## src/rtl/mtl_bank.sv

```systemverilog
// One bank of the correction table memory with a registered read port.
// Standalone; no package dependency.
module mtl_bank #(
  parameter int DEPTH = 2,
  parameter int AW    = 1
) (
  input  logic          clk_i,
  input  logic          we_i,
  input  logic [AW-1:0] waddr_i,
  input  logic [23:0]   wdata_i,
  input  logic          re_i,
  input  logic [AW-1:0] raddr_i,
  output logic [23:0]   rdata_o
);
  logic [23:0] mem [DEPTH];
  logic [23:0] rdata_q;

  always_ff @(posedge clk_i) begin
    if (we_i) begin
      mem[waddr_i] <= wdata_i;
    end
    if (re_i) begin
      rdata_q <= mem[raddr_i];
    end
  end

  assign rdata_o = rdata_q;
endmodule

```

## config.mk

```make
export PLATFORM = sky130hd
export DESIGN_NAME = mtl_bank
export DESIGN_NICKNAME = d
export VERILOG_FILES = /design/src/rtl/mtl_bank.sv
export SDC_FILE = /design/constraint.sdc
export NUM_CORES = 1
export LEC_CHECK = 0
export ABC_AREA = 0
export BUFFER_PORTS_ARGS = -buffer_cell sky130_fd_sc_hd__buf_2
export CORE_MARGIN = 2
export CORE_UTILIZATION = 40
export DETAILED_ROUTE_END_ITERATION = 10
export GPL_ROUTABILITY_DRIVEN = 1
export SLEW_MARGIN = 20
export SYNTH_ARGS = -nofsm -noshare
export SYNTH_HDL_FRONTEND = slang
export SYNTH_SLANG_ARGS = --single-unit
```

## constraint.sdc

```tcl
create_clock -name clk_i -period 2.9 [get_ports clk_i]
set_clock_uncertainty 0.05 [all_clocks]
set_input_delay 0.58 -clock clk_i [delete_from_list [all_inputs] [get_ports clk_i]]
set_output_delay 0.58 -clock clk_i [all_outputs]
set_load 0.05 [all_outputs]
```

**Yosys cells after proc, flatten, opt, wreduce, memory -nomap -nowiden**

Memory sizes are Yosys's and may differ from the RTL's. A register that Yosys moved wholly into a read port is not among the register bits.
Index checks and enable logic that the tools add are counted.

- Mux-type cells: 2

Operator list:

| cell | count |
|---|---|
| $mux W1 | 2 |

- Bits in registers: 0
- Bits in writable memories: 48
- Input bits: 29
- Output and inout port bits: 24
- Logic and storage cells: 3
- Memories kept: 1

Memory list:

| name | words | width | read ports | clocked after memory_dff | write ports | RTL line | text |
|---|---|---|---|---|---|---|---|
| mem | 2 | 24 | 1 | 1 | 1 | 15 | `logic [23:0] mem [DEPTH];` |

**Logic depth before layout (Yosys ltp)**

- Word-level depth: 2
- Mapped depth: 3
- Mapped depth without buffers: 1

**Least setup slack after synthesis**

No wires, ideal clock.

- Kind: input port to flip-flop
- Start point: input port we_i
- End point: memory mem[0][0], enable pin
- Setup time: 0.408 ns
- Data arrival time: 1.686 ns
- Required time: 2.442 ns
- Path slack: 0.756 ns
- Stages: 1
- Buffers on the path: 0
- Cells stage by stage: nor2b_1

- Longest elaborated chain between the ends: 2

RTL lines:

| element | RTL line | text |
|---|---|---|
| from (decl) | 8 | `input logic we_i,` |
| $mux W1 | 19 | `if (we_i) begin` |
| $mux W1 (not written as such) | 20 | `mem[waddr_i] <= wdata_i;` |
| to (decl) | 15 |  |

Every way passes these cells.

**Worst setup path after layout**

- Start point: register rdata_q[17] (netlist: rdata_o[17]) (read register of mem)
- End point: output port rdata_o[17]

RTL lines:

| element | RTL line | text |
|---|---|---|
| from (decl) | 16 | `logic [23:0] rdata_q;` |
| to (decl) | 13 | `output logic [23:0] rdata_o` |

No word-level cell between the ends.

==> results_dict.tcl <==
set metrics [dict create \
    maxSlewViolCount 0 \
    peakVddDrop_uv 377 \
    holdBufCountCts 0 \
    final_nets 192 \
    path_clk_slew_ps 70 \
    cts_setup_buffers 0 \
    p_int_mw 1.69 \
    ys_warn_count 0 \
    grt_pass1_vias 1169 \
    synth_cells 101 \
    yosysSeqAreaShare_pct 84.1 \
    slowest_stage "edfxtp_1" \
    crit_fanout 1 \
    tightest_slew_ps 713 \
    route.vias.total 1110 \
    hold_path.class "input port to register" \
    worst_path_largest_cell_delay_ps 390 \
    fp.dieH_um 84.2 \
    setup_tns_ps 0 \
    combPwrFrac_pct 9.8 \
    ctsResizeCount 0 \
    pwr_density_cell_nw_per_um2 705 \
    gp_congestion 0.658 \
    clk_latency_ps 340 \
    relSlewSlack_pct 52.5 \
    postLayoutCoreUtil_pct 49.0 \
    start_kind "register" \
    cts_tree "done" \
    io_buffer_count 52 \
    status "finished, final reports clean" \
    viasPerCell 4.53 \
    areaGrowthSynthToFinish_pct 19.5 \
    cts-root-buf "clkbuf_8" \
    critical_path.cell_chain "buf_2" \
    seq_power_share_pct 57.6 \
    initial_core_util_pct 41.0 \
    synth_seq_cells 72 \
    rows 29 \
    layout_commonest_cell "edfxtp_1" \
    diodes 0 \
    fin_crit_sh_pct 54.4 \
    worst_hold_slack_ps 374 \
    postRouteAntennaNets 0 \
    final_hold_viol_count 0 \
    cpLargestDelayFamily "flip-flops" \
    grt_max_degree 25 \
    layout-drive-gt1-share_pct 54.2 \
    dp.cells 229 \
    cts_max_level 3 \
    swShare_pct 21.9 \
    crit_type "register to output pin" \
    track_usage_pct 10.6 \
    arrival_ps 950 \
    hpwl_um 2320 \
    io_pins 53 \
    overflow 0 \
    synth.net_count 130 \
    fin_cells 245 \
    drc 0 \
    avgSynthCellArea_um2 25.5 \
    critPathRequiredTime_ps 2270 \
    clockPowerShare_pct 32.6 \
    synth.cell_area_um2 2570 \
    cts_made_buffers 9 \
    synthDistinctLibCells 7 \
    die_x_um 84.2 \
    cp-end-kind "output pin" \
    max_cap_viol_count 0 \
    final_cell_mix "72 x edfxtp_1, 52 x buf_2, 20 x mux2_4" \
    routedWlPerCell_um 13.8 \
    path_buf_inv 1 \
    place_area_um2 2890 \
    report.final.setup_viol 0 \
    p_sw_mw 0.473 \
    grt_pass1_wl_um 5310 \
    dieArea_um2 7090 \
    first_iter_violations 83 \
    cts.sinks 72 \
    max_freq_mhz 634 \
    final_cell_area_um2 3070 \
    antenna_found_initial 0 \
    rsz0062_at_grt "no" \
    clock_path_buffers 2 \
    period_minus_slack_ps 1580 \
    wl_um 3390 \
    drtPass1Iterations 4 \
    power_leakage_nw 1.18 \
    coreArea_um2 6280 \
]
worst paths after layout:
kind / start / to / slack (ps) / cells past startpoint
min reg2reg: mem[0][2]$_DFFE_PP_ / rdata_o[2]$_DFFE_PP_ / 500 / 1
max reg2reg: mem[1][4]$_DFFE_PP_ / rdata_o[4]$_DFFE_PP_ / 1950 / 1
min: wdata_i[12] / mem[0][12]$_DFFE_PP_ / 370 / 1
max: rdata_o[17]$_DFFE_PP_ / rdata_o[17] / 1320 / 1
power by group through the flow:
stage	clock network (mW)	registers [mW]	logic, mW
2_1_floorplan	0	1.36	0.0700
3_3_place_gp	0	1.27	0.211
3_5_place_dp	0	1.27	0.216
4_1_cts	0.731	1.25	0.216
5_1_grt	0.772	1.25	0.225
6_report	0.705	1.25	0.213
synthesized netlist by cell type:
cell	number	area share, %
nor2b_1	1	0.24
mux2_4	20	12
and2_1	1	0.24
edfxtp_1	72	84
mux2_2	4	1.8
buf_12	2	1.6
buf_6	1	0.44
cell families (layout without fill, tap and decap cells):
family	Yosys count	in the layout	synth area share, %
buf+inv	3	70	2.00
flops	72	72	84.1
mux	24	24	13.4
simple gates	2	2	0.487
cell type report:
| type | instances | area (um^2) |
|---|---|---|
| clock buffers | 11 | 131 |
| clock inverters | 5 | 47.5 |
| fillers | 530 | 3200 |
| multi-input cells | 26 | 360 |
| flip-flops and latches | 72 | 2160 |
| well taps | 77 | 96.3 |
| repair buffers | 54 | 275 |
layer usage:
layer / vias to the layer above / global-route usage [%] / share of wire [%] / routed length (um)
met5: - / 0 / 0 / 0
met4: 0 / 8.36 / 4.4 / 148
met3: 12 / 4.72 / 6.4 / 216
met2: 37 / 18.5 / 56 / 1900
met1: 534 / 9.26 / 33 / 1120
li1: 527 / - / - / -
stage by stage:
step / setup slack [ps] / power (mW)
6_report: 1320 / 2.17
5_1_grt: 1260 / 2.25
4_1_cts: 1300 / 2.20
3_5_place_dp: 961 / 1.49
3_3_place_gp: 995 / 1.48
2_1_floorplan: 756 / 1.43
sequential cells by signal, indices dropped and copies added, names as in the netlist:
signal	flops
mem	48
rdata_o	24
No activity file was read; power rests on OpenSTA's default activity.
