==> config.mk <==
export PLATFORM = sky130hd
export DESIGN_NAME = mtl_interp
export DESIGN_NICKNAME = d
export VERILOG_FILES = /design/src/rtl/mtl_pkg.sv /design/src/rtl/mtl_interp.sv
export SDC_FILE = /design/constraint.sdc
export NUM_CORES = 2
export LEC_CHECK = 0
export BUFFER_PORTS_ARGS = -buffer_cell sky130_fd_sc_hd__buf_2
export CAP_MARGIN = 10
export CORE_MARGIN = 3
export CORE_UTILIZATION = 55
export CTS_CLUSTER_DIAMETER = 40
export DETAILED_ROUTE_END_ITERATION = 8
export PLACE_DENSITY = 0.82
export RECOVER_POWER = 25
export SLEW_MARGIN = 25
export SYNTH_ARGS = -nofsm -noshare
export SYNTH_HDL_FRONTEND = slang
export SYNTH_SLANG_ARGS = --single-unit
export TNS_END_PERCENT = 100
==> constraint.sdc <==
create_clock -name clk_i -period 3.34 [get_ports clk_i]
set_input_delay 0.501 -clock clk_i [delete_from_list [all_inputs] [get_ports clk_i]]
set_output_delay 0.501 -clock clk_i [all_outputs]
set_load 0.01 [all_outputs]
==> src/rtl/mtl_pkg.sv <==
// Package for the microtime linearizer: field widths, codes and the
// pipeline sideband type. Used by the interpolation, modulo and top-level files.
package mtl_pkg;

  localparam int NUM_CHANNELS_DEF = 8;
  localparam int TABLE_DEPTH_DEF  = 4096;
  localparam int CFG_IDX_W        = 2;
  localparam int CFG_DATA_W       = 13;

  typedef enum logic [1:0] {
    OP_PHOTON = 2'd0,
    OP_ENTRY  = 2'd1,
    OP_SHIFT  = 2'd2,
    OP_FLAG   = 2'd3
  } op_e;

  typedef enum logic [1:0] {
    PATH_TABLE    = 2'd0,
    PATH_INVALID  = 2'd1,
    PATH_NO_TABLE = 2'd2,
    PATH_RANGE    = 2'd3
  } path_e;

  localparam logic [CFG_IDX_W-1:0] REG_DITHER = 2'd0;
  localparam logic [CFG_IDX_W-1:0] REG_SIZE   = 2'd1;

  typedef struct packed {
    logic               valid;
    logic [7:0]         ch;
    logic [15:0]        mt;
    path_e              path;
    logic               last;
    logic signed [16:0] sh;
    logic               do_wrap;
  } meta_t;

endpackage

==> src/rtl/mtl_interp.sv <==
// Two-stage interpolation and rounding of neighboring table entries.
// Depends on mtl_pkg for the sideband type.
module mtl_interp (
  input  logic          clk_i,
  input  logic          rst_ni,
  input  logic          en_i,
  input  logic [23:0]   a_i,
  input  logic [23:0]   b_i,
  input  logic [15:0]   r_i,
  input  mtl_pkg::meta_t meta_i,
  output logic [16:0]   v_o,
  output mtl_pkg::meta_t meta_o
);
  import mtl_pkg::*;

  logic [40:0] p0_q, p1_q;
  logic [16:0] v_q;
  meta_t       m2_q, m3_q;
  logic [40:0] t_w;

  assign t_w = p0_q + p1_q + 41'(1 << 23);

  always_ff @(posedge clk_i) begin
    if (en_i) begin
      p0_q <= 41'(a_i * (17'h10000 - {1'b0, r_i}));
      p1_q <= 41'(b_i * r_i);
      v_q  <= t_w[40:24];
    end
  end

  always_ff @(posedge clk_i or negedge rst_ni) begin
    if (!rst_ni) begin
      m2_q <= '0;
      m3_q <= '0;
    end else if (en_i) begin
      m2_q <= meta_i;
      m3_q <= m2_q;
    end
  end

  assign v_o    = v_q;
  assign meta_o = m3_q;
endmodule

**Word-level counts from Yosys, hierarchy flattened**

Index checks and enable logic that the tools add are counted.

- Bits in registers: 190
- Latch bits: 0
- Memory bits (writable): 0
- Bits in read-only memories: 0
- Input bits: 113
- Output and inout port bits: 63
- Word-level logic and storage cells: 22
- Memories: 0

- Add/sub/neg operators: 3
- Multipliers: 2
- Divide/modulo/power cells: 0
- $lt $le $gt $ge: 0
- Equal/unequal tests: 0
- Shifts and indexed selects: 0
- Mux-type cells: 0
- Bitwise operators: 0
- Reduce and logical (&&, ||, !) cells: 0

Operators by type and width:

| cell | number |
|---|---|
| $add A41 B24 Y41 const B | 1 |
| $add A41 B40 Y41 | 1 |
| $mul A25 B18 Y41 | 1 |
| $mul A24 B16 Y40 | 1 |
| $sub A17 B16 Y18 const A | 1 |

**Depth between registers and ports, before layout**

- Depth in word-level cells: 2
- Gate-level depth with buffers: 33
- Gate-level depth less buffers: 29

**Worst setup path after synthesis**

OpenSTA, ideal clock, no wires.

- Path kind: input -> register
- Start: input r_i[0]
- End: register p0_q[33], data pin
- Library setup time: 0.265 ns
- Arrival time: 7.102 ns
- Data required time: 3.075 ns
- Slack: -4.027 ns
- Stages on the path: 32
- Path buffers: 4
- Cell sequence: clkbuf_1 -> clkbuf_1 -> inv_1 -> ha_1 -> nand2_1 -> nor3b_1 -> nand2_1 -> xor2_1 -> clkbuf_1 -> nand2_1 -> fa_1 -> inv_1 -> fa_1 -> inv_1 -> fa_1 -> inv_1 -> fa_1 -> fa_1 -> inv_1 -> fa_1 -> inv_1 -> ha_1 -> clkbuf_2 -> and4_1 -> o211ai_1 -> o21bai_1 -> o31a_1 -> a211oi_2 -> o41ai_2 -> nand2b_1 -> o21bai_1 -> xor2_1

- Cells in the longest elaborated chain, start to end: 2

Ends and longest elaborated chain:

| element | line | source |
|---|---|---|
| start: declaration | mtl_interp.sv:9 | `input logic [15:0] r_i,` |
| $sub A17 B16 Y18 | mtl_interp.sv:25 | `p0_q <= 41'(a_i * (17'h10000 - {1'b0, r_i}));` |
| $mul A25 B18 Y41 | mtl_interp.sv:25 |  |
| end signal: assignment | mtl_interp.sv:25 |  |
| end: declaration | mtl_interp.sv:16 | `logic [40:0] p0_q, p1_q;` |

Every way passes these cells.
A chain may end at the register's enable or synchronous reset.

**Worst setup path in the final report**

- Start: input r_i[7]
- End: register p0_q[36], data pin

The elaborated chain is that of the path after synthesis.

==> flow_summary_export.csv <==
group,metric,value,unit
run_status,status,"complete, but fails checks",
run_status,violations,"max-capacitance violations, max-slew violations, negative setup slack",
route,drc,0,
critical_path,end_kind,"flip-flop",
critical_path,path_class,"input port to flip-flop",
placement,place_area,39500,µm²
flow_run,cap_violations,2,
logic_synthesis,yosys_warnings,0,
logic_synthesis,synth_area_leaders,"fa_1 (37%), ha_1 (12%), edfxtp_1 (8.6%)",
critical_path,rrSetupSlack,-0.17,ns
route,drtIter0Drc,2729,
logic_synthesis,synth_area,34100,µm²
sta,fin_skew,0.0135,ns
grt,use_met1,35.8,%
logic_synthesis,yosysSeqAreaShare,15.4,%
critical_path,worst_r2r_path_depth,11,
die,core_area,60800,µm²
finish,stdcell_area,43000,µm²
route,wire_per_inst,22.4,µm
logic_synthesis,ys_ff_latch,190,
clock_network,cts_root_buf,"clkbuf_16",
clock_network,cts.path.max_buffers,2,
sta,fin_crit,7.39,ns
finish,drive_gt1_share,28.9,%
route,drt_pass1_iterations,6,
critical_path,crit_path_end,"p0_q[36]",
clock_network,cts_buffers,17,
logic_synthesis,synth_edf_count,98,
logic_synthesis,ys_types,66,
finish,areaGrowthSynthToFinish,26.2,%
logic_synthesis,syn_nets,4607,
clock_network,hold_buffers,0,
clock_network,cts_tree,"done",
clock_network,cts.sinks,190,
route,via_per_inst,5.92,
sta,fin_crit_sh,221,%
sta,finalSetupViolations,81,
sta,worst_slew_pin_slew,2.01,ns
logic_synthesis,ys_async_sr_fraction,48.4,%
logic_synthesis,syn_inst,3537,
placement,place_inst,4771,
die,io_pins,176,
grt,grt_pass1_vias,30600,
die,die_h,255,µm
logic_synthesis,synth_area_per_cell,9.63,µm²
sta,rsz0062_at_grt,"yes",
finish,final_cell_mix,"inv_1 (689), fa_1 (603), nand2_1 (482)",
critical_path,r2r-end,"v_o[11]",
grt,track_usage,30.0,%
clock_network,clkSlewWorstSetupHoldPaths,0.09,ns
grt,grt_max_degree,73,
route,drt_wl_total,109000,µm
die,die-area,65000,µm²
finish,nets,5161,
sta,slew_violations,141,
critical_path,r2r_start,"p0_q[2]",
clock_network,cts.htree.levels,4,
sta,hold_violations,0,
sta,fin_ws,-4.05,ns
critical_path,crit_start,"r_i[7]",
critical_path,max_stage_delay,0.66,ns
logic_synthesis,yosysTopAreaCellShare,37.4,%
placement,place_ws,-3.96,ns
grt,grt_remaining_overflow,0,
placement,dp_hpwl,70100,µm
clock_network,clock_latency,0.47,ns
hold_path,hold_class,"input port to flip-flop",
finish,final_common_cell,"inv_1",
logic_synthesis,synthFlopType,"edfxtp_1",
grt,met2_usage,52.0,%
grt,met3_usage,5.87,%
finish,instances_no_fill,4887,
logic_synthesis,synth_top_area_cell,"fa_1",
hold_path,min_from,"meta_i[13]",
placement,port_buffers,175,
grt,antenna_found_initial,3,
critical_path,arrival,7.59,ns
die,std_cell_rows,90,
critical_path,worstSetupStartpointType,"input port",
die,die_w,255,µm
sta,fmax,135,MHz
critical_path,timing.critical_path.mode_cell,"fa_1",
placement,globalplace.congestion,0.919,
sta,slew_headroom,-33.7,%
critical_path,cp_max_fo,4,
route,vias,29000,
grt,top_usage_layer,"met2",
route,ant_nets,0,
critical_path,cp_slowest_cell,"fa_1",
grt,grt_pass1_wl,153000,µm
die,start_util,56.0,%
critical_path,crit_required,3.54,ns
==> layout make-up <==
class	count	area, µm²
diodes	1	2.50
clock buffers	18	439
clock inverters	14	178
fillers	3706	17800
inverters	746	2800
multi-input cells	2449	27700
flip-flops and latches	190	5250
well taps	782	978
repair buffers	687	5700
==> Yosys cell counts (5+ instances only) <==
cell and number:
inv_1 746, fa_1 636, nand2_1 526, and2_1 325, ha_1 321, clkbuf_1 141
edfxtp_1 98, dfrtp_1 92, mux2_2 92, a21oi_1 85, xnor2_1 66, a21o_1 62
o21ai_0 49, nor2_1 42, xor2_1 38, nand3_1 25, a31oi_1 17, nor3_1 17
o21bai_1 14, nand4_1 11, and3_1 10, buf_1 10, nand2b_1 10, nor2b_1 8
a211oi_1 6, o21a_1 6, a21boi_0 5, a21oi_2 5, a221o_1 5
==> flip-flops by register name (all words and copies together), names as in the netlist <==
register  flops
m2_q         46
meta_o       46
p0_q         41
p1_q         40
v_o          17
==> worst min path at each step <==
stage | end | slack, ns | cells past startpoint
CTS | meta_o[17] | 0.18 | 1
global route | m2_q[21] | 0.26 | 2
detailed placement | meta_o[17] | 0.49 | 1
finish | m2_q[13] | 0.27 | 2
floorplan | m2_q[0] | 0.21 | 0
global placement | meta_o[12] | 0.48 | 1
==> critical path: cells and delay by family <==
| family | cells | cell delay [ns] |
|---|---|---|
| adders and majority gates | 7 | 3.64 |
| and+or+nand+nor | 9 | 1.48 |
| buffers and inverters | 10 | 1.09 |
| AOI/OAI and AO/OA | 4 | 0.51 |
| xor gates and xnor gates | 2 | 0.35 |
==> per-layer routing <==
| metal | vias up | part of all wire, % |
|---|---|---|
| met5 | - | 0.021 |
| met4 | 4 | 9.1 |
| met3 | 804 | 11 |
| met2 | 2027 | 47 |
| met1 | 14200 | 33 |
| li1 | 11900 | - |
==> cell families (layout without fill, tap and decap cells) <==
| kind of cell | Yosys count | after routing | share of synthesized area, % |
|---|---|---|---|
| and+or+nand+nor | 1003 | 1003 | 14.2 |
| other | 0 | 1 | 0 |
| adders and majority gates | 957 | 957 | 49.1 |
| xor gates and xnor gates | 104 | 104 | 2.67 |
| AOI/OAI and AO/OA | 292 | 292 | 5.63 |
| buffers and inverters | 898 | 1465 | 9.90 |
| muxes | 93 | 93 | 3.07 |
| DFF | 190 | 190 | 15.4 |
==> through the flow <==
stage          util (%)  TNS, ns  hold WS [ns]
2_1_floorplan         -  -164.76         0.205
3_3_place_gp       65.0  -205.05         0.477
3_5_place_dp       65.0  -210.87         0.490
4_1_cts            68.6  -163.70         0.177
5_1_grt            70.7  -200.01         0.260
6_report           70.7  -192.02         0.267
==> timing repair <==
item / 4_1_cts / 5_1_grt
setup buffers: 43 / 50
gates cloned: 7 / 1
pin swaps: 148 / 137
gates resized for setup: 242 / 226
setup endpoints to repair: 78 / 82
Power is left out: the tool's default activity adds up to more than one toggle a clock period on the data nets, which glitch-free logic cannot reach.
