**src/rtl/mtl_pkg.sv**
```systemverilog
// Package for the microtime linearizer: field widths, codes and the
// pipeline sideband type. Used by the interpolation, modulo and top-level files.
package mtl_pkg;

  localparam int NUM_CHANNELS_DEF = 8;
  localparam int TABLE_DEPTH_DEF  = 4096;
  localparam int CFG_IDX_W        = 2;
  localparam int CFG_DATA_W       = 13;

  typedef enum logic [1:0] {
    OP_PHOTON = 2'd0,
    OP_ENTRY  = 2'd1,
    OP_SHIFT  = 2'd2,
    OP_FLAG   = 2'd3
  } op_e;

  typedef enum logic [1:0] {
    PATH_TABLE    = 2'd0,
    PATH_INVALID  = 2'd1,
    PATH_NO_TABLE = 2'd2,
    PATH_RANGE    = 2'd3
  } path_e;

  localparam logic [CFG_IDX_W-1:0] REG_DITHER = 2'd0;
  localparam logic [CFG_IDX_W-1:0] REG_SIZE   = 2'd1;

  typedef struct packed {
    logic               valid;
    logic [7:0]         ch;
    logic [15:0]        mt;
    path_e              path;
    logic               last;
    logic signed [16:0] sh;
    logic               do_wrap;
  } meta_t;

endpackage

```
**src/rtl/mtl_modulo.sv**
```systemverilog
// Four-stage restoring reduction of the saturated time modulo table_size.
// Depends on mtl_pkg for the sideband type.
module mtl_modulo (
  input  logic           clk_i,
  input  logic           rst_ni,
  input  logic           en_i,
  input  logic [12:0]    size_i,
  input  logic [15:0]    x_i,
  input  mtl_pkg::meta_t meta_i,
  output logic [15:0]    rem_o,
  output mtl_pkg::meta_t meta_o
);
  import mtl_pkg::*;

  localparam int NSTG = 4;
  localparam int NSTP = 4;

  logic [15:0] rem_q [NSTG];
  meta_t       meta_q [NSTG];
  logic [15:0] rem_in [NSTG];
  meta_t       meta_in [NSTG];
  logic [15:0] rem_d [NSTG];

  always_comb begin
    logic [28:0] r;
    logic [28:0] d;
    for (int s = 0; s < NSTG; s++) begin
      rem_in[s]  = (s == 0) ? x_i : rem_q[(s == 0) ? 0 : s - 1];
      meta_in[s] = (s == 0) ? meta_i : meta_q[(s == 0) ? 0 : s - 1];
      r = {13'b0, rem_in[s]};
      for (int j = 0; j < NSTP; j++) begin
        d = {16'b0, size_i} << (15 - NSTP * s - j);
        if (meta_in[s].do_wrap && r >= d) begin
          r = r - d;
        end
      end
      rem_d[s] = r[15:0];
    end
  end

  always_ff @(posedge clk_i) begin
    if (en_i) begin
      for (int s = 0; s < NSTG; s++) begin
        rem_q[s] <= rem_d[s];
      end
    end
  end

  always_ff @(posedge clk_i or negedge rst_ni) begin
    if (!rst_ni) begin
      for (int s = 0; s < NSTG; s++) begin
        meta_q[s] <= '0;
      end
    end else if (en_i) begin
      for (int s = 0; s < NSTG; s++) begin
        meta_q[s] <= meta_in[s];
      end
    end
  end

  assign rem_o  = rem_q[NSTG-1];
  assign meta_o = meta_q[NSTG-1];
endmodule

```
**config.mk**
```make
export PLATFORM = sky130hd
export DESIGN_NAME = mtl_modulo
export DESIGN_NICKNAME = d
export VERILOG_FILES = /design/src/rtl/mtl_pkg.sv /design/src/rtl/mtl_modulo.sv
export SDC_FILE = /design/constraint.sdc
export NUM_CORES = 1
export LEC_CHECK = 0
export ABC_AREA = 1
export ABC_CLOCK_PERIOD_IN_PS = 11180
export BUFFER_PORTS_ARGS = -buffer_cell sky130_fd_sc_hd__buf_2
export CAP_MARGIN = 40
export CORE_MARGIN = 8
export CORE_UTILIZATION = 57
export DETAILED_ROUTE_END_ITERATION = 6
export PLACE_DENSITY = 0.76
export SKIP_LAST_GASP = 1
export SLEW_MARGIN = 20
export SYNTH_ARGS = -nofsm -noshare
export SYNTH_HDL_FRONTEND = slang
export SYNTH_SLANG_ARGS = --single-unit
```
**constraint.sdc**
```tcl
create_clock -name clk_i -period 11.18 [get_ports clk_i]
set_clock_uncertainty 0.1 [all_clocks]
set_input_delay 2.795 -clock clk_i [delete_from_list [all_inputs] [get_ports clk_i]]
set_output_delay 2.795 -clock clk_i [all_outputs]
set_load 0.01 [all_outputs]
```
# --- After elaboration in Yosys (flattened, before gate mapping) ---
# Memory sizes are Yosys's and may differ from the RTL's.
# Index checks and enable logic that the tools add are counted.
classes:
  addsub: 16
  order_cmp: 16
  n_mux: 18
  reduce_logical: 16
ops:
  columns: ["operator", "n"]
  rows:
  - ["$mux 29", 12]
  - ["$mux 16", 4]
  - ["$sub 16x16->16", 3]
  - ["$ge 29x13->1", 1]
  - ["$ge 29x14->1", 1]
  - ["$ge 29x15->1", 1]
  - ["$ge 29x17->1", 1]
  - ["$ge 29x18->1", 1]
  - ["$ge 29x19->1", 1]
  - ["$ge 29x21->1", 1]
  - ["$ge 29x22->1", 1]
  - ["$ge 29x23->1", 1]
  - ["$ge 29x25->1", 1]
  - ["$ge 29x26->1", 1]
  - ["$ge 29x27->1", 1]
  - ["$sub 16x28->29", 1]
  - ["$sub 29x14->29", 1]
  - ["$sub 29x15->29", 1]
  - ["$sub 29x18->29", 1]
  - ["$sub 29x19->29", 1]
  - ["$sub 29x22->29", 1]
  - ["$sub 29x23->29", 1]
  - ["$sub 29x26->29", 1]
  - ["$sub 29x27->29", 1]
  - ["other kinds (10)", 26]
totals:
  register_bits: 184
  ram_bits: 64
  inputBits: 78
  output_inout_bits: 62
  wordCells: 95
  mem_count: 1
mem_list:
  columns: ["memory", "words", "word_bits", "read_ports", "rd_clocked_by_memory_dff", "wr", "line", "rtl"]
  rows:
  - ["rem_q", 4, 16, 4, 0, 4, "mtl_modulo.sv:18", "logic [15:0] rem_q [NSTG];"]

# --- Depth between registers and ports, before layout ---
# Gate-level depths: netlist (run 1).
logic_depth:
  ltp_word: 12
  ltp_mapped: 69
  depth_no_buf: 65

# --- Worst setup path after synthesis (run 1) ---
# OpenSTA, ideal clock, no wires.
synth_timing:
  kind: "in2reg"
  start: "in size_i[1]"
  end: "mem rem_q[2][5], data pin"
  setup_time_ns: 0.253
  t_arrival_ns: 11.524
  t_required_ns: 10.827
  setup_slack_ns: -0.697
  path_stages: 62
  path_buffers: 5
  cell_sequence: "inv_1 > fa_1 > nand3_1 > nand3_1 > a31o_2 > nand2_1 > nand3b_2 > nand2_1 > clkbuf_1 > clkbuf_1 > o21ai_0 > ha_1 > a21o_1 > a21oi_1 > nand2_1 > a21boi_1 > o21ai_1 > nand2_1 > (+26 left out) > a21oi_1 > o21ai_0 > nand2_1 > nand2_1 > nand2_1 > nand2_1 > a21oi_1 > o21bai_1 > a31oi_1 > nand2_1 > nand2_1 > nand4_1 > nand3b_1 > nor2_1 > nand2_1 > buf_2 > nand3_1 > nand2_1"
synth_lines:
  columns: ["element", "line", "rtl"]
  rows:
  - ["start: declaration", "mtl_modulo.sv:7", "input logic [12:0] size_i,"]
  - ["end: declaration", "mtl_modulo.sv:18", null]

==> results of run 1 <==
==> kinds of logic after synthesis <==
logic type | share of synthesized area
AO/OA/AOI/OAI | 0.1500
XOR/XNOR | 0.06020
adder cells (fa/ha/maj) | 0.1322
buffers and inverters | 0.08125
flip-flops | 0.3298
multiplexers | 0.001075
AND/OR/NAND/NOR | 0.2455
==> registers in the layout, summed over array words and instances (netlist names) <==
| register | cells |
|---|---|
| meta_in | 138 |
| rem_q | 64 |
| meta_o | 46 |
==> power groups by stage <==
stage	clock, mW	sequential, mW	combinational [mW]
2_1_floorplan	0	1.16	1.09
3_3_place_gp	0	1.15	1.60
3_5_place_dp	0	1.15	1.65
4_1_cts	0.908	1.13	1.66
5_1_grt	0.939	1.15	1.94
6_report	0.896	1.14	1.74
==> layer usage <==
metal	up-vias	share of wire
li1	9653	-
met5	-	0
met2	604	0.46
met4	0	0.043
met3	149	0.067
met1	8866	0.43
==> final cells by class <==
cell class	instances	area (sq um)
multi-input cells	2016	11850
fillers	2914	10420
flip-flops and latches	248	6526
repair buffers	410	2818
inverters	345	1299
clock buffers	38	808.3
well taps	455	569.3
clock inverters	12	86.33
==> timing repair <==
action | in CTS | in global routing
resized for setup | 0 | 51
buffers inserted | 0 | 11
endpoints found under the setup margin | 0 | 40
==> how the worst min path moves through the flow <==
| stage | from | end |
|---|---|---|
| finish | rem_q[1][0]$_DFFE_PP_ | rem_q[2][0]$_DFFE_PP_ |
| floorplan | rem_q[0][3]$_DFFE_PP_ | rem_q[1][3]$_DFFE_PP_ |
| detailed placement | rem_q[1][0]$_DFFE_PP_ | rem_q[2][0]$_DFFE_PP_ |
| CTS | rem_q[1][0]$_DFFE_PP_ | rem_q[2][0]$_DFFE_PP_ |
| global placement | rem_q[1][1]$_DFFE_PP_ | rem_q[2][1]$_DFFE_PP_ |
| global route | rem_q[1][1]$_DFFE_PP_ | rem_q[2][1]$_DFFE_PP_ |
==> cell usage in the layout (no fill, tap or decap), types with 4 or more instances in the layout <==
master       n
or2_2        6
nand2_4      8
o211ai_1     4
fa_1        12
a21o_1      12
nand4_1     40
clkbuf_8     8
inv_2       19
nand2_1    624
nand2_2     19
dfrtp_1    184
ha_1       185
buf_4      266
xnor2_1     52
o21ai_1     33
buf_2      137
a31oi_1     17
o21bai_1     8
nand3b_1    13
nand3_2      7
nor4_1      10
inv_1      324
clkinv_2     6
edfxtp_1    64
o31ai_1      4
nor3_1      18
a21boi_0     4
nor2_2       5
clkbuf_16   28
o21ai_2     18
a21oi_2     10
a211oi_1     6
o21ai_0    197
a21oi_1    219
xor2_1      84
nor2_1     217
nand3_1    143
==> critical path: cells and delay by family <==
kind / cells / cell delay, ns
adder cells (fa/ha/maj): 5 / 1.31
AO/OA/AOI/OAI: 21 / 3.25
buffers and inverters: 10 / 1.23
AND/OR/NAND/NOR: 22 / 2.28
==> flow_summary_export.csv, run 1 <==
group,metric,value,unit
clocking,clkTransAtPathRegs,0.06,ns
logic_synthesis,synthTopCellsByArea,"dfrtp_1, nand2_1, ha_1, edfxtp_1, inv_1",
power,p_comb_frac,0.461,
power,sw_frac_of_total,0.3888,
critical_path,endpoint_kind,"register",
logic_synthesis,synthDominantAreaCellType,"dfrtp_1",
sta,relSlewSlack,0.2794,
clocking,root_buffer,"clkbuf_16",
critical_path,crit_start,"size_i[0]",
floorplan,ios,140,
power,pwr-share-seq,0.301,
clocking,holdBufCountCts,0,
placement,place_ws,-0.3285,ns
power,p_sw,1.466,mW
power,vdd_ir_drop_max,0.1429,mV
detailed_routing,vias,19270,
logic_synthesis,ys_seq_area_frac,0.3298,
floorplan,die_height,202.3,microns
critical_path,r2r_slack,2.55,ns
clocking,cts_buffer_depth,3,
floorplan,core,34370,sq um
detailed_routing,wl_per_cell,16.31,microns
finish,area_growth,21.04,%
detailed_routing,wirelength,57480,microns
min_path,hp-class,"reg -> reg",
power,power_frac_clock,0.238,
sta,setup-tns-final,0,ns
critical_path,cp.required,11.40,ns
logic_synthesis,synthFlopType,"dfrtp_1",
placement,placed_area,22780,sq um
sta,hold_ws,0.3577,ns
clocking,cts_tree,"yes",
logic_synthesis,yosysMostFrequentCell,"nand2_1",
global_routing,grt_max_degree,243,
logic_synthesis,synth_edf_count,64,
global_routing,grt_pass1_vias,18790,
detailed_routing,vias_per_cell,5.469,
finish,finalNonFillerCells,3524,
run,cap_violations,0,
sta,period_share,0.9550,
placement,dpl.cell_count,3459,
logic_synthesis,ys_types,59,
global_routing,antenna_found_initial,0,
finish,nets,3326,
clocking,numCtsBuffers,27,
global_routing,grtUsageTotal,0.2703,
placement,hpwl,43610,microns
power,power.density,157.4,nW/um^2
floorplan,die_w,202.3,microns
power,p_int,2.304,mW
floorplan,row_count,68,
sta,max_slew.worst_pin.slew,1.081,ns
sta,fin_crit,10.68,ns
detailed_routing,drtIter0Drc,1284,
floorplan,die-area,40930,sq um
clocking,h-tree-depth,1,
sta,clock.fmax,0.09366,GHz
global_routing,top_usage_layer,"met2",
min_path,hold_depth,0,
logic_synthesis,synth_seq_cells,248,
critical_path,ff2ff_path_depth,62,
sta,setup_viol_count_final,0,
finish,drive_gt1_frac,0.1874,
finish,fin_util,0.6968,
logic_synthesis,syn_area,19790,sq um
outcome,status,"finished, final reports clean",
sta,slew_viol_final,0,
detailed_routing,drtAntennaViolNets,0,
logic_synthesis,syn_nets,2957,
global_routing,met2_usage,0.4462,
detailed_routing,drc,0,
finish,diodes,0,
critical_path,cp_common_cell,"nand2_1",
finish,design_area,23950,sq um
logic_synthesis,synth.top_cells.by_count,"nand2_1, inv_1, a21oi_1, o21ai_0, nor2_1",
critical_path,path_class,"in -> reg",
critical_path,endpoint,"rem_q[0][13]$_DFFE_PP_",
critical_path,slowest_stage,"ha_1",
logic_synthesis,synth_top_area_frac,0.2327,
placement,gp_congestion,1.003,
logic_synthesis,avgSynthCellArea,7.386,sq um
critical_path,arrival,10.90,ns
critical_path,reg2reg_to,"rem_q[2][14]$_DFFE_PP_",
critical_path,worstPathMaxFanout,7,
global_routing,use_met1,0.3506,
detailed_routing,drtPass1Iterations,6,
logic_synthesis,synthArstFlopShare,0.7419,
power,p_total,3.770,mW
global_routing,grt_pass1_wl,91980,microns
critical_path,max_stage_delay,0.33,ns
floorplan,start_util,0.5757,
clocking,clock_latency,0.57,ns
global_routing,overflow,0,
sta,hold_violations,0,
clocking,clock-sinks,248,
sta,fin_ws,0.5032,ns
logic_synthesis,synth_warnings,0,
logic_synthesis,netlist_instances,2679,
power,p_leak,12.55,nW
placement,numPortBuffers,139,
critical_path,start_kind,"input port",
critical_path,reg2reg_from,"rem_q[1][7]$_DFFE_PP_",
global_routing,met3_usage,0.04227,
No activity file was read; power rests on OpenSTA's default activity.
==> run 2, diff against run 1 <==
--- a/config.mk
+++ b/config.mk
@@ -13,6 +13,7 @@
 export CORE_UTILIZATION = 57
 export DETAILED_ROUTE_END_ITERATION = 6
 export PLACE_DENSITY = 0.76
+export RECOVER_POWER = 100
 export SKIP_LAST_GASP = 1
 export SLEW_MARGIN = 20
 export SYNTH_ARGS = -nofsm -noshare
==> constraint.sdc (replaced) <==
create_clock -name clk_i -period 11.18 [get_ports clk_i]
set_clock_uncertainty 0.1 [all_clocks]
set_input_delay 2.795 -clock clk_i [delete_from_list [all_inputs] [get_ports clk_i]]
set_output_delay 2.795 -clock clk_i [all_outputs]
set_load 0.005 [all_outputs]
==> run 2 against run 1 <==
Effect of this change:
- the run now ends with DRC, capacitance limit, slew limit left
- clock power barely moved
- routed wire length fell by 0.13%
- utilization fell by 0.43 points
==> flow_summary_export.csv, run 2 (synthesis gave the netlist of run 1 again) <==
group,metric,value,unit
outcome,status,"finished, violations left",
outcome,violations,"DRC, capacitance limit, slew limit",
finish,diodes,0,
clocking,cts_buffer_depth,3,
detailed_routing,drc,5,
floorplan,ios,140,
detailed_routing,drtPass1Iterations,7,
sta,max_slew.worst_pin.slew,6.956,ns
clocking,numCtsBuffers,27,
global_routing,overflow,0,
global_routing,grt_max_degree,243,
clocking,cts_tree,"yes",
finish,area_growth,20.29,%
detailed_routing,wirelength,57410,microns
clocking,clkTransAtPathRegs,0.07,ns
critical_path,worstPathMaxFanout,7,
power,power_frac_clock,0.239,
sta,hold_violations,0,
finish,finalNonFillerCells,3524,
sta,clock.fmax,0.09374,GHz
floorplan,die-area,40930,sq um
finish,final_common_cell,"nand2_1",
global_routing,grt_pass1_wl,91980,microns
power,power.density,157.2,nW/um^2
power,p_int,2.297,mW
sta,setup_viol_count_final,0,
finish,largest_reg_flops,138,
critical_path,arrival,10.89,ns
finish,nets,3326,
critical_path,max_stage_delay,0.33,ns
clocking,root_buffer,"clkbuf_16",
critical_path,path_buf_inv,10,
floorplan,start_util,0.5757,
sta,relSlewSlack,-3.637,
detailed_routing,vias_per_cell,5.457,
global_routing,grtUsageTotal,0.2703,
placement,dpl.cell_count,3459,
placement,numPortBuffers,139,
finish,drive_gt1_frac,0.1678,
critical_path,cp_common_cell,"nand2_1",
critical_path,path_class,"in -> reg",
global_routing,grt_pass1_vias,18790,
critical_path,cp.required,11.40,ns
sta,setup-tns-final,0,ns
critical_path,endpoint_kind,"register",
sta,slew_viol_final,313,
run,cap_violations,3,
placement,gp_congestion,1.003,
power,p_sw,1.446,mW
floorplan,die_w,202.3,microns
detailed_routing,wl_per_cell,16.29,microns
clocking,clock_latency,0.57,ns
power,p_leak,12.36,nW
floorplan,die_height,202.3,microns
clocking,holdBufCountCts,0,
sta,fin_crit,10.67,ns
detailed_routing,drtAntennaViolNets,0,
floorplan,row_count,68,
detailed_routing,drtIter0Drc,1322,
min_path,hp-class,"reg -> reg",
power,p_total,3.743,mW
clocking,clock-sinks,248,
floorplan,core,34370,sq um
critical_path,slowest_stage,"ha_1",
finish,final_cell_mix,"nand2_1, inv_1, buf_4",
power,p_comb_frac,0.457,
sta,fin_ws,0.5118,ns
detailed_routing,vias,19230,
power,sw_frac_of_total,0.3863,
placement,hpwl,43610,microns
power,pwr-share-seq,0.304,
critical_path,critical_path.top_delay_family,"compound AO/OA/AOI/OAI gates",
clocking,h-tree-depth,1,
global_routing,antenna_found_initial,0,
sta,period_share,0.9542,
critical_path,start_kind,"input port",
placement,place_ws,-0.3285,ns
power,vdd_ir_drop_max,0.1409,mV
## run 2: changes by cell type in the layout (fill, tap and decap cells not counted), sizes merged
cell / change
buf: -60
clkbuf: +60
## run 2: layout make-up
| type | instances | area [sq um] |
|---|---|---|
| Sequential cell | 248 | 6526 |
| Multi-Input combinational cell | 2016 | 11840 |
| Clock inverter | 12 | 86.33 |
| Tap cell | 455 | 569.3 |
| Inverter | 345 | 1299 |
| Fill cell | 2963 | 10570 |
| Clock buffer | 38 | 808.3 |
| Timing Repair Buffer | 410 | 2678 |
## run 2: worst paths after layout
kind                                        from                       end  slack, ns  cells past startpoint
setup / recovery                       size_i[0]    rem_q[0][13]$_DFFE_PP_       0.51                     58
min in group asynchronous                 rst_ni   meta_in[92]$_DFFE_PN0P_       2.51                      1
setup reg to reg           rem_q[1][7]$_DFFE_PP_    rem_q[2][14]$_DFFE_PP_       2.58                     62
hold / removal             rem_q[1][2]$_DFFE_PP_     rem_q[2][2]$_DFFE_PP_       0.36                      0
hold reg to reg            rem_q[1][2]$_DFFE_PP_     rem_q[2][2]$_DFFE_PP_       0.36                      0
max in group asynchronous                 rst_ni  meta_in[108]$_DFFE_PN0P_       2.22                      4
## run 2: per-layer routing
metal,global-route usage,vias to the layer above,wire [microns]
li1,-,9643,-
met1,0.3506,8853,24750
met2,0.4462,593,26520
met3,0.04227,142,3696
met4,0.1096,0,2440
met5,0,-,0
## run 2: through the flow
stage,area (sq um),hold slack [ns],utilization
6_report,23800,0.3578,0.6925
3_5_place_dp,22780,0.3408,0.6629
5_1_grt,23800,0.3639,0.6925
3_3_place_gp,22760,0.3360,0.6621
4_1_cts,23680,0.3540,0.6889
2_1_floorplan,19840,0.3268,-
## run 2: power groups by stage
stage | registers, mW | clock network (mW) | logic (mW)
3_5_place_dp | 1.15 | 0 | 1.63
4_1_cts | 1.13 | 0.908 | 1.64
3_3_place_gp | 1.15 | 0 | 1.58
6_report | 1.14 | 0.894 | 1.71
5_1_grt | 1.15 | 0.939 | 1.91
2_1_floorplan | 1.14 | 0 | 1.09
## run 2: timing repair
action,in CTS,in global routing
buffers inserted,0,11
resized for setup,0,51
endpoints found under the setup margin,0,40
